`src/rtl/core/tcpc_pkg.sv`:
```
package tcpc_pkg;

    // Default number of symbols in a PIN
    localparam int PIN_LENGTH_DEF = 6;

    // Configuration port shape
    localparam int CFG_INDEX_W = 3;
    localparam int CFG_DATA_W  = 16;

    // Register indexes
    localparam logic [CFG_INDEX_W-1:0] REG_DOT_LIMIT     = 3'd0;
    localparam logic [CFG_INDEX_W-1:0] REG_TIMEOUT       = 3'd1;
    localparam logic [CFG_INDEX_W-1:0] REG_CLASS_CODE    = 3'd2;
    localparam logic [CFG_INDEX_W-1:0] REG_VERIFY_OPCODE = 3'd3;
    localparam logic [CFG_INDEX_W-1:0] REG_SET_OPCODE    = 3'd4;

    // Register reset values
    localparam logic [15:0] DOT_LIMIT_RST     = 16'd500;
    localparam logic [15:0] TIMEOUT_RST       = 16'd5000;
    localparam logic [7:0]  CLASS_CODE_RST    = 8'd0;
    localparam logic [7:0]  VERIFY_OPCODE_RST = 8'd1;
    localparam logic [7:0]  SET_OPCODE_RST    = 8'd2;

    // Symbol codes
    localparam logic [1:0] SYM_NONE = 2'd0;
    localparam logic [1:0] SYM_DOT  = 2'd1;
    localparam logic [1:0] SYM_DASH = 2'd2;

    // Status codes
    localparam logic [2:0] ST_SET_OK        = 3'd0;
    localparam logic [2:0] ST_CONFIRMED     = 3'd1;
    localparam logic [2:0] ST_VERIFY_FAILED = 3'd2;
    localparam logic [2:0] ST_TIMEOUT       = 3'd3;
    localparam logic [2:0] ST_NO_PIN        = 3'd4;
    localparam logic [2:0] ST_BAD_OPCODE    = 3'd5;
    localparam logic [2:0] ST_BAD_CLASS     = 3'd6;

    typedef struct packed {
        logic        kind;
        logic [7:0]  request_class;
        logic [7:0]  request_opcode;
        logic        pressed;
        logic [31:0] time_ms;
    } tcpc_in_t;

    typedef struct packed {
        logic       status_valid;
        logic [2:0] status_code;
        logic       led_on;
        logic       busy_res;
        logic       confirmed;
    } tcpc_out_t;

    typedef struct packed {
        logic [15:0] dot_limit_ms;
        logic [15:0] timeout_ms;
        logic [7:0]  class_code;
        logic [7:0]  verify_opcode;
        logic [7:0]  set_opcode;
    } tcpc_cfg_t;

endpackage

```
`src/rtl/core/tcpc_core.sv`:
```
module tcpc_core #(
    parameter int PIN_LENGTH = tcpc_pkg::PIN_LENGTH_DEF
) (
    input  logic                clk,
    input  logic                rst_n,
    input  logic                step,
    input  tcpc_pkg::tcpc_in_t  item,
    input  tcpc_pkg::tcpc_cfg_t cfg,
    output tcpc_pkg::tcpc_out_t res
);
    import tcpc_pkg::*;

    localparam int CW = $clog2(PIN_LENGTH + 1);

    typedef enum logic [1:0] {
        MODE_IDLE   = 2'd0,
        MODE_VERIFY = 2'd1,
        MODE_SET    = 2'd2
    } mode_t;

    mode_t                       mode_reg, mode_next;
    logic [PIN_LENGTH-1:0][1:0]  stored_pin_reg, stored_pin_next;
    logic [PIN_LENGTH-1:0][1:0]  entered_reg, entered_next;
    logic [PIN_LENGTH-1:0][1:0]  entered_add;
    logic [CW-1:0]               count_reg, count_next;
    logic                        last_level_reg, last_level_next;
    logic [31:0]                 mark_time_reg, mark_time_next;
    logic                        confirmed_reg, confirmed_next;
    logic                        indicator_reg, indicator_next;

    logic [31:0] gap;
    logic [1:0]  new_sym;
    logic        count_full;

    // Press length and the symbol it makes
    assign gap        = item.time_ms - mark_time_reg;
    assign new_sym    = (gap < {16'd0, cfg.dot_limit_ms}) ? SYM_DOT : SYM_DASH;
    assign count_full = (count_reg + CW'(1)) >= CW'(PIN_LENGTH);

    // Place the new symbol at the current count
    always_comb
    begin
        entered_add = entered_reg;
        for (int i = 0; i < PIN_LENGTH; i++)
        begin
            if (CW'(i) == count_reg)
            begin
                entered_add[i] = new_sym;
            end
        end
    end

    // Step the session for one item
    always_comb
    begin
        mode_next       = mode_reg;
        stored_pin_next = stored_pin_reg;
        entered_next    = entered_reg;
        count_next      = count_reg;
        last_level_next = last_level_reg;
        mark_time_next  = mark_time_reg;
        confirmed_next  = confirmed_reg;
        indicator_next  = indicator_reg;
        res             = '0;

        if (!item.kind)
        begin
            // Request: drop any open session, then judge it
            mode_next       = MODE_IDLE;
            entered_next    = '0;
            count_next      = '0;
            last_level_next = 1'b0;
            mark_time_next  = '0;
            indicator_next  = 1'b0;
            if (item.request_class != cfg.class_code)
            begin
                res.status_valid = 1'b1;
                res.status_code  = ST_BAD_CLASS;
            end
            else if (item.request_opcode == cfg.verify_opcode)
            begin
                if (stored_pin_reg[0] != SYM_NONE)
                begin
                    mode_next      = MODE_VERIFY;
                    mark_time_next = item.time_ms;
                end
                else
                begin
                    res.status_valid = 1'b1;
                    res.status_code  = ST_NO_PIN;
                end
            end
            else if (item.request_opcode == cfg.set_opcode)
            begin
                if (stored_pin_reg[0] == SYM_NONE || confirmed_reg)
                begin
                    mode_next      = MODE_SET;
                    mark_time_next = item.time_ms;
                end
                else
                begin
                    res.status_valid = 1'b1;
                    res.status_code  = ST_VERIFY_FAILED;
                end
            end
            else
            begin
                res.status_valid = 1'b1;
                res.status_code  = ST_BAD_OPCODE;
            end
        end
        else if (mode_reg != MODE_IDLE && item.pressed != last_level_reg)
        begin
            last_level_next = item.pressed;
            if (gap > {16'd0, cfg.timeout_ms})
            begin
                // Too long since the last press or the request: end the session
                res.status_valid = 1'b1;
                res.status_code  = ST_TIMEOUT;
                mode_next        = MODE_IDLE;
                entered_next     = '0;
                count_next       = '0;
                last_level_next  = 1'b0;
                mark_time_next   = '0;
                indicator_next   = 1'b0;
            end
            else if (item.pressed)
            begin
                mark_time_next = item.time_ms;
                indicator_next = 1'b1;
            end
            else
            begin
                indicator_next = 1'b0;
                entered_next   = entered_add;
                count_next     = count_reg + CW'(1);
                if (count_full)
                begin
                    // Last symbol in: check or store, then close the session
                    res.status_valid = 1'b1;
                    if (mode_reg == MODE_VERIFY)
                    begin
                        if (entered_add == stored_pin_reg)
                        begin
                            confirmed_next  = 1'b1;
                            res.status_code = ST_CONFIRMED;
                        end
                        else
                        begin
                            confirmed_next  = 1'b0;
                            res.status_code = ST_VERIFY_FAILED;
                        end
                    end
                    else
                    begin
                        stored_pin_next = entered_add;
                        res.status_code = ST_SET_OK;
                    end
                    mode_next       = MODE_IDLE;
                    entered_next    = '0;
                    count_next      = '0;
                    last_level_next = 1'b0;
                    mark_time_next  = '0;
                end
            end
        end

        res.led_on    = indicator_next;
        res.busy_res  = (mode_next != MODE_IDLE);
        res.confirmed = confirmed_next;
    end

    // Hold session state; advance on each processed item
    always_ff @(posedge clk or negedge rst_n)
    begin
        if (!rst_n)
        begin
            mode_reg       <= MODE_IDLE;
            for (int i = 0; i < PIN_LENGTH; i++)
            begin
                stored_pin_reg[i] <= (i < PIN_LENGTH / 2) ? SYM_DOT : SYM_DASH;
            end
            entered_reg    <= '0;
            count_reg      <= '0;
            last_level_reg <= 1'b0;
            mark_time_reg  <= '0;
            confirmed_reg  <= 1'b0;
            indicator_reg  <= 1'b0;
        end
        else if (step)
        begin
            mode_reg       <= mode_next;
            stored_pin_reg <= stored_pin_next;
            entered_reg    <= entered_next;
            count_reg      <= count_next;
            last_level_reg <= last_level_next;
            mark_time_reg  <= mark_time_next;
            confirmed_reg  <= confirmed_next;
            indicator_reg  <= indicator_next;
        end
    end

`ifndef SYNTHESIS
    a_count_below_len: assert property (@(posedge clk) disable iff (!rst_n)
        count_reg < CW'(PIN_LENGTH))
        else $error("symbol count reached PIN length inside a session");

    a_idle_no_symbols: assert property (@(posedge clk) disable iff (!rst_n)
        mode_reg == MODE_IDLE |-> count_reg == '0 && !indicator_reg)
        else $error("idle with leftover session state");

    a_idle_sample_quiet: assert property (@(posedge clk) disable iff (!rst_n)
        step && item.kind && mode_reg == MODE_IDLE |-> !res.status_valid)
        else $error("status raised for a sample while idle");

    a_confirm_only_verify: assert property (@(posedge clk) disable iff (!rst_n)
        step && !confirmed_reg && confirmed_next |-> mode_reg == MODE_VERIFY)
        else $error("confirmed flag set outside a verify session");
`endif

endmodule

```
`src/rtl/core/tap_code_pin_checker_top.sv`:
```
// Tap-code PIN lock. A request item (kind 0) opens a verify or set session;
// button level items (kind 1) carrying a millisecond timestamp are turned
// into dots and dashes, and after PIN_LENGTH symbols the entry is checked
// against, or stored as, the PIN. Every input item gives exactly one result
// item, held in the input register and then offered from the result register;
// one item is taken per clock as long as results are drained, with the input
// register and the result register decoupling the two channels. The whole
// session step is one pass of combinational logic between those registers,
// the longest path being the 32-bit timestamp subtract and compare.
// Configuration registers are written at any clock with cfg_we high and take
// effect on the next item.
module tap_code_pin_checker_top #(
    parameter int PIN_LENGTH = tcpc_pkg::PIN_LENGTH_DEF
) (
    input  logic                                 clk,
    input  logic                                 rst_n,
    input  logic                                 in_valid,
    output logic                                 in_ready,
    input  tcpc_pkg::tcpc_in_t                   in_item,
    output logic                                 out_valid,
    input  logic                                 out_ready,
    output tcpc_pkg::tcpc_out_t                  out_item,
    input  logic                                 cfg_we,
    input  logic [tcpc_pkg::CFG_INDEX_W-1:0]     cfg_index,
    input  logic [tcpc_pkg::CFG_DATA_W-1:0]      cfg_data
);
    import tcpc_pkg::*;

    tcpc_cfg_t cfg_reg;
    logic      in_valid_reg;
    tcpc_in_t  in_item_reg;
    logic      out_valid_reg;
    tcpc_out_t out_item_reg;
    tcpc_out_t res;
    logic      advance;

    assign advance   = in_valid_reg && (!out_valid_reg || out_ready);
    assign in_ready  = !in_valid_reg || advance;
    assign out_valid = out_valid_reg;
    assign out_item  = out_item_reg;

    // Write configuration registers
    always_ff @(posedge clk or negedge rst_n)
    begin
        if (!rst_n)
        begin
            cfg_reg.dot_limit_ms  <= DOT_LIMIT_RST;
            cfg_reg.timeout_ms    <= TIMEOUT_RST;
            cfg_reg.class_code    <= CLASS_CODE_RST;
            cfg_reg.verify_opcode <= VERIFY_OPCODE_RST;
            cfg_reg.set_opcode    <= SET_OPCODE_RST;
        end
        else if (cfg_we)
        begin
            case (cfg_index)
                REG_DOT_LIMIT:     cfg_reg.dot_limit_ms  <= cfg_data;
                REG_TIMEOUT:       cfg_reg.timeout_ms    <= cfg_data;
                REG_CLASS_CODE:    cfg_reg.class_code    <= cfg_data[7:0];
                REG_VERIFY_OPCODE: cfg_reg.verify_opcode <= cfg_data[7:0];
                REG_SET_OPCODE:    cfg_reg.set_opcode    <= cfg_data[7:0];
                default:           ;
            endcase
        end
    end

    // Capture the incoming item
    always_ff @(posedge clk or negedge rst_n)
    begin
        if (!rst_n)
        begin
            in_valid_reg <= 1'b0;
        end
        else if (in_ready)
        begin
            in_valid_reg <= in_valid;
        end
    end

    always_ff @(posedge clk)
    begin
        if (in_valid && in_ready)
        begin
            in_item_reg <= in_item;
        end
    end

    // Hold the result until it is taken
    always_ff @(posedge clk or negedge rst_n)
    begin
        if (!rst_n)
        begin
            out_valid_reg <= 1'b0;
        end
        else if (advance)
        begin
            out_valid_reg <= 1'b1;
        end
        else if (out_ready)
        begin
            out_valid_reg <= 1'b0;
        end
    end

    always_ff @(posedge clk)
    begin
        if (advance)
        begin
            out_item_reg <= res;
        end
    end

    tcpc_core #(
        .PIN_LENGTH (PIN_LENGTH)
    ) u_core (
        .clk   (clk),
        .rst_n (rst_n),
        .step  (advance),
        .item  (in_item_reg),
        .cfg   (cfg_reg),
        .res   (res)
    );

endmodule

```
`config.mk`:
```
export PLATFORM = sky130hd
export DESIGN_NAME = tap_code_pin_checker_top
export DESIGN_NICKNAME = d
export VERILOG_FILES = /design/src/rtl/core/tcpc_pkg.sv /design/src/rtl/core/tcpc_core.sv /design/src/rtl/core/tap_code_pin_checker_top.sv
export SDC_FILE = /design/constraint.sdc
export NUM_CORES = 1
export LEC_CHECK = 0
export BUFFER_PORTS_ARGS = -buffer_cell sky130_fd_sc_hd__buf_2
export CAP_MARGIN = 5
export CORE_MARGIN = 4
export CORE_UTILIZATION = 61
export CTS_CLUSTER_SIZE = 30
export DETAILED_ROUTE_END_ITERATION = 7
export GPL_TIMING_DRIVEN = 0
export PLACE_DENSITY = 0.9
export SETUP_SLACK_MARGIN = 0.4
export SLEW_MARGIN = 40
export SYNTH_ARGS = -nofsm -noshare
export SYNTH_HDL_FRONTEND = slang
export SYNTH_SLANG_ARGS = --single-unit
```
`constraint.sdc`:
```
create_clock -name clk -period 4.5 [get_ports clk]
set_input_delay 0.225 -clock clk [delete_from_list [all_inputs] [get_ports clk]]
set_output_delay 0.225 -clock clk [all_outputs]
set_load 0.1 [all_outputs]
```
* Yosys cells after proc, flatten, opt, wreduce, memory -nomap -nowiden
Cells that the tools add are included.
Widths: inputs -> output; s select.
** Operators by class
- Add/sub/neg operators :: 2
- $mul :: 0
- Div/mod/pow operators :: 0
- $lt $le $gt $ge :: 3
- Equal/unequal tests :: 18
- Shifts and indexed selects :: 0
- Multiplexer cells :: 64
- Bitwise operators :: 3
- Reductions and logical operators :: 24
** Operators with widths (count)
- $mux 32 :: 10
- $mux 12 :: 5
- $mux 4 :: 10
- $mux 2 :: 18
- $gt 32x16->1 :: 1
- $lt 32x16->1 :: 1
- $sub 32x32->32 :: 1
- $eq 8x8->1 :: 2
- $mux 1 :: 16
- $mux 3 :: 5
- $eq 12x12->1 :: 1
- $reduce_and 2->1 :: 6
- $ne 8x8->1 :: 1
- $reduce_bool 2->1 :: 4
- $reduce_and 7->1 :: 1
- $eq 2x3->1 const A :: 2
- $eq 3x2->1 const B :: 2
- $eq 3x3->1 const A :: 2
- $logic_not 3->1 :: 2
- $reduce_and 3->1 :: 2
- $ne 4x2->1 const B :: 1
- $add 3x1->3 const B :: 1
- $eq 1x3->1 const A :: 1
- $eq 3x1->1 const B :: 1
- 11 further kinds :: 18
** Word-level totals
- Bits in registers :: 179
- Bits in latches :: 0
- Bits in writable memories :: 0
- ROM bits :: 0
- Input port bits :: 74
- Output and inout bits :: 9
- Logic and storage cells :: 149
- Memories kept :: 0

* Longest topological paths before layout
- Depth after elaboration :: 12
- Gate-level depth with buffers :: 22
- Depth with buffers taken out :: 21

* Modules after synthesis
From an unflattened synthesis, not the netlist that was laid out.
** Second synthesis, totals
- Cells, all modules :: 999
- Area, all modules :: 10595.2 um^2
** By module, submodules not included
- tcpc_core :: times used 1, cells each 812, area an instance 6646.4 um^2, sequential area each 1609.0 um^2
- tap_code_pin_checker_top :: times used 1, cells each 187, area an instance 3948.8 um^2, sequential area each 3179.3 um^2

* Worst setup path after synthesis
OpenSTA, ideal clock, no wires.
- Path type :: flip-flop to flip-flop
- Start point :: register in_item_reg[3] (netlist bit)
- End point :: register u_core.stored_pin_reg[6] (netlist bit)
- Setup time :: 131 ps
- Arrival time :: 3945 ps
- Required time :: 4369 ps
- Setup slack :: 424 ps
- Stages on the path, launching flop included :: 22
- Path buffers :: 1
- Clock period less this slack :: 4076 ps
- Path through :: edfxtp_1 ha_1 a21o_1 a21oi_1 and2_1 o21ai_0 a21o_1 a21oi_1 xnor2_1 ha_1 a21oi_1 nor2b_1 o21ai_0 a21oi_1 nor3_1 o21a_1 o21ai_0 nor4_4 nand2_1 buf_2 nand2_1 o21ai_0
** On the way
- Cells in the longest elaborated chain, start to end :: 4
- Elaborated cells between the ends (all ways) :: 7
- Those cells by class :: 1 x add/sub; 2 x order compare; 2 x mux; 1 x bitwise; 1 x reduce/logical
** RTL lines
- from (decl) :: RTL line tap_code_pin_checker_top.sv:31 : tcpc_in_t in_item_reg;
- from (signal assigned) :: RTL line tap_code_pin_checker_top.sv:83 : in_item_reg <= in_item;
- $sub 32x32->32 * :: RTL line tcpc_core.sv:36 : assign gap = item.time_ms - mark_time_reg;
- $gt 32x16->1 / $lt 32x16->1 (equally long branches) :: RTL line tcpc_core.sv:115, tcpc_core.sv:37
- $not 1->1 (no source line) / $mux 2 (equally long branches)
- $reduce_and 7->1 (no source line) / $mux 2 (equally long branches)
- to (signal, indexed assignment) :: RTL line tcpc_core.sv:181 : stored_pin_reg[i] <= (i < PIN_LENGTH / 2) ? SYM_DOT : SYM_DASH;
- to (signal assigned) :: RTL line tcpc_core.sv:193 : stored_pin_reg <= stored_pin_next;
- to (decl) :: RTL line tcpc_core.sv:22 : logic [PIN_LENGTH-1:0][1:0] stored_pin_reg, stored_pin_next;
Mark *: on every way between the ends. The rest lies on a longest branch, timed or not.
A chain may end at the register's enable or synchronous reset.

* Worst setup path after layout
- Start point :: register u_core.mark_time_reg[13]
- End point :: register u_core.entered_reg[6] (netlist bit)
** On the way
- Cells in the longest elaborated chain, start to end :: 9
- Elaborated cells between the ends (all ways) :: 12
- Those cells by class :: 1 x add/sub; 2 x order compare; 1 x eq/ne; 7 x mux; 1 x reduce/logical
** RTL lines
- from (decl) :: RTL line tcpc_core.sv:27 : logic [31:0] mark_time_reg, mark_time_next;
- from (signal assigned) :: RTL line tcpc_core.sv:197 : mark_time_reg <= mark_time_next;
- $sub 32x32->32 * :: RTL line tcpc_core.sv:36
- $lt 32x16->1 :: RTL line tcpc_core.sv:37 : assign new_sym = (gap < {16'd0, cfg.dot_limit_ms}) ? SYM_DOT : SYM_DASH;
- $mux 2 :: RTL line tcpc_core.sv:37
- $mux 2 :: RTL line tcpc_core.sv:46 : if (CW'(i) == count_reg)
- $mux 12 :: RTL line tcpc_core.sv:137 : if (count_full)
- $mux 12 :: RTL line tcpc_core.sv:127 : else if (item.pressed)
- $mux 12 :: RTL line tcpc_core.sv:115 : if (gap > {16'd0, cfg.timeout_ms})
- $mux 12 :: RTL line tcpc_core.sv:112 : else if (mode_reg != MODE_IDLE && item.pressed != last_level_reg)
- $mux 12 :: RTL line tcpc_core.sv:66 : if (!item.kind)
- to (signal assigned) :: RTL line tcpc_core.sv:194 : entered_reg <= entered_next;
- to (decl) :: RTL line tcpc_core.sv:23 : logic [PIN_LENGTH-1:0][1:0] entered_reg, entered_next;
Mark *: on every way between the ends. The rest lies on a longest branch, timed or not. The select of a mux whose other input is x is not followed.

==> results.md <==
* Outcome: complete, but fails checks
* Violations in the final reports: negative setup slack
* Gr usage total at 0.318
* Row cnt at 47
* Final hold violations at 0
* Leak Pwr at 0.00565 uW
* Fin cells at 1499
* Htree depth at 4
* Placed Cells at 1358
* Post-Synth Simple-Gate Area at 0.154
* DRC errors left at 0
* First-pass GRT wire length at 46.9 mm
* Initial antenna violation count at 0
* Area delta synth->final at 32.2%
* Multiplexer share of the synthesized area at 0.0428
* Slew Limit Fails at 0
* Sequential power share at 0.419
* Int Pwr at 3110 uW
* Global placement routability congestion at 0.929
* Max incr delay on CP at 0.50 ns
* Final worst slack at -0.336 ns
* Count of flip-flops with a built-in enable after synthesis at 57
* Synth top area cells: dfrtp_1 (25%), edfxtp_1 (17%), ha_1 (8.1%)
* Ports at 83
* Vias at 10300
* Crit end category: flip-flop
* Multi-input gate area at 5810 um2
* Final WL at 35.7 mm
* Antenna Cells at 0
* Worst path required time at 4.86 ns
* Register-to-register setup slack at -0.34 ns
* Final setup viols at 64
* Crit start category: flip-flop
* Total power at 4630 uW
* CP Launch Point: u_core.mark_time_reg[13]$_DFFE_PN0P_
* Die Height at 138 um
* Largest register FFs at 56
* Adder-Cell Fraction of Synth Area at 0.0834
* Psw at 1520 uW
* Final Critical Period at 4.84 ns
* Slew @ Worst Pin at 1.06 ns
* Die X at 138 um
* CTS tree: built
* CTS Buffer Depth at 2
* Main combinational cell family by area after synthesis: compound AO/OA/AOI/OAI gates
* Combinational power share at 0.244
* Cells after synthesis at 1055
* F_max at 207 MHz
* Pre-CTS setup slack at -0.541 ns
* Part of the cycle the worst path needs at 1.07
* Kind of critical path: reg -> reg
* Worst reg-to-reg path cell count at 22
* Die ar. at 19000 um2
* Total grt overflow at 0
* WP depth at 22
* Port bufs at 81
* DP Wirelength at 17.7 mm
* Nets at 1408
* Clock network power share at 0.337
* Fillcell total at 825
* Crit-path leading delay family: simple AND/OR/NAND/NOR gates
* Setup TNS at -16.73 ns
* CP max-delay cell: o21ai_0
* Top_reg_cell synth: dfrtp_1
* Pwr dens at 341 nW/um2
* Worst vdd ir at 0.346 mV
* Avg Cell Area, Syn at 9.75 um2
* Post-synthesis register bit count at 179
* Crit path buffers/inverters at 6
* Worst slew margin at 0.285
* Min-Delay Path Class: in -> reg
* Mapped cell area at 10300 um2
* Syn Nets at 1197
* Post-place instance area at 11000 um2
* Seq/Total Area, Yosys at 0.465
* Routed Antenna Nets at 0
* Count leader, synth: nand2_1
* Ys async rst share at 0.682
* Commonest cells in the netlist: nand2_1 (115), dfrtp_1 (103), inv_1 (82), o21ai_0 (80), ha_1 (67)
* Core area at 16600 um2
* Post-synthesis compound-gate area fraction at 0.166
* Crit path max fanout at 7
* Share of cells above drive strength 1 at 0.289
* Crit path cell chain: inv_1 > ha_1 > buf_1 > nand2_1 > o21ai_0 > nor3_2 > xnor2_1 > ha_1 > nand4_1 > nor3_1 > nand2_1 > nand3_2 > o21a_4 > buf_4 > o21ai_4 > nor4_4 > buf_4 > a31o_4 > buf_12 > buf_4 > nand2_1 > o211ai_1
* Worst-Skew Late Latency at 0.46 ns
* Clock Root Buffer: clkbuf_16
* Worst path arrival time at 5.20 ns
* Synthesis warning total at 0
* Largest area contributor in the netlist: dfrtp_1
* Vias in the first global route at 9410
* XOR/XNOR share of the synthesized area at 0.0434
* Synth unique cells at 68
* Max-Cap Viols at 0
* Post-synth top area share at 0.251
* R2r endpoint: u_core.entered_reg[6]$_DFFE_PN0P_
* Switch share at 0.328
* WL/cell at 23.8 um
* Clock-pin slew on the worst setup and hold paths at 0.08 ns
* Final instance area at 13600 um2
* # clock sinks at 179
* RSZ-0062 raised after global routing: yes
* Vias per cell at 6.90
* Register Area at 4790 um2
* Worst setup path endpoint: u_core.entered_reg[6]$_DFFE_PN0P_
* Largest net degree at the start of global routing at 74
* Drt first-iter violations at 1574
* CTS buffer count at 17
* Pre-antenna DRT Iters at 8
* Final Skew at 0.0144 ns
* Crit Reg-Reg Startpoint: u_core.mark_time_reg[13]$_DFFE_PN0P_
* Initial Utilization at 0.620
[area by class of cell]
class                      instances  share of cell area
sequential                       179               0.352
multi-input combinational        758               0.427
clock inverter                    15              0.0132
timing repair buffer             190               0.114
buffer                            37              0.0197
inverter                          83              0.0229
clock buffer                      17              0.0313
tap                              220              0.0202
[per-stage QoR]
step	utilization	hold slack, ns
after floorplan	-	-0.0706
after global placement	0.661	0.401
after detailed placement	0.665	0.231
after CTS	0.766	0.00108
after global routing	0.820	0.0145
final	0.820	0.00507
[worst register-to-register path: stages, from the launching register on]
cell      delay, ns
dfrtp_1        0.37
inv_1          0.07
ha_1           0.29
buf_1          0.36
nand2_1        0.27
o21ai_0        0.50
nor3_2         0.16
xnor2_1        0.44
ha_1           0.28
nand4_1        0.11
nor3_1         0.21
nand2_1        0.19
nand3_2        0.14
o21a_4         0.16
buf_4          0.12
o21ai_4        0.06
nor4_4         0.18
buf_4          0.20
a31o_4         0.21
buf_12         0.12
buf_4          0.12
nand2_1        0.07
o211ai_1       0.12
[layout by cell type, fill, tap and decap left out, types with 26 or more instances in the layout]
| cell | synthesis | layout |
|---|---|---|
| dfrtp_1 | 103 | 103 |
| nand2_1 | 115 | 107 |
| xor2_1 | 27 | 26 |
| nor2_1 | 40 | 39 |
| dlygate4sd3_1 | 0 | 53 |
| a21oi_1 | 53 | 38 |
| ha_1 | 67 | 58 |
| nand3_1 | 61 | 38 |
| inv_1 | 82 | 80 |
| buf_2 | 9 | 80 |
| edfxtp_1 | 57 | 57 |
| o21ai_1 | 34 | 37 |
| buf_4 | 0 | 37 |
| o21ai_0 | 80 | 57 |
| mux2_2 | 32 | 28 |
[metal layers]
metal  wire length (um)  track usage
met1              12000        0.380
met2              17000        0.551
met3               3740       0.0693
met4               2950        0.145
met5                  0            0
[power groups by stage]
stage               sequential, uW  combinational (uW)  clock (uW)
floorplan                     1970                 514           0
global placement              1950                 726           0
detailed placement            1960                 772           0
CTS                           1930                 902        1530
global route                  1950                1190        1630
finish                        1940                1130        1560
[how the worst min path moves through the flow]
stage            startpoint                   endpoint  slack, ns  cells past startpoint
2_1_floorplan         rst_n     cfg_reg[0]$_DFFE_PN0P_      -0.07                      0
3_3_place_gp    in_item[14]  in_item_reg[14]$_DFFE_PP_       0.40                      1
3_5_place_dp          rst_n    cfg_reg[15]$_DFFE_PN0P_       0.23                      1
4_1_cts        cfg_data[12]    cfg_reg[52]$_DFFE_PN0P_      0.001                      3
5_1_grt        cfg_data[14]    cfg_reg[54]$_DFFE_PN0P_       0.01                      3
6_report       cfg_data[13]    cfg_reg[53]$_DFFE_PN0P_      0.005                      3
[logic make-up (layout without fill, tap and decap cells)]
logic type | count (synthesis) | in the layout
AND/OR/NAND/NOR | 321 | 322
AO/OA/AOI/OAI | 276 | 277
flip-flops | 179 | 179
buffers and inverters | 120 | 342
adder cells (fa/ha/maj) | 68 | 68
XOR/XNOR | 51 | 51
multiplexers | 40 | 40
[repair_timing]
action / in CTS / in global routing
pin swaps: 25 / 45
hold buffers: 52 / 1
endpoints found under the hold margin: 114 / 1
setup endpoints to repair: 70 / 70
gates cloned: 4 / 6
gates resized for setup: 85 / 146
setup buffers: 20 / 26
(Power assumes the default switching activity.)
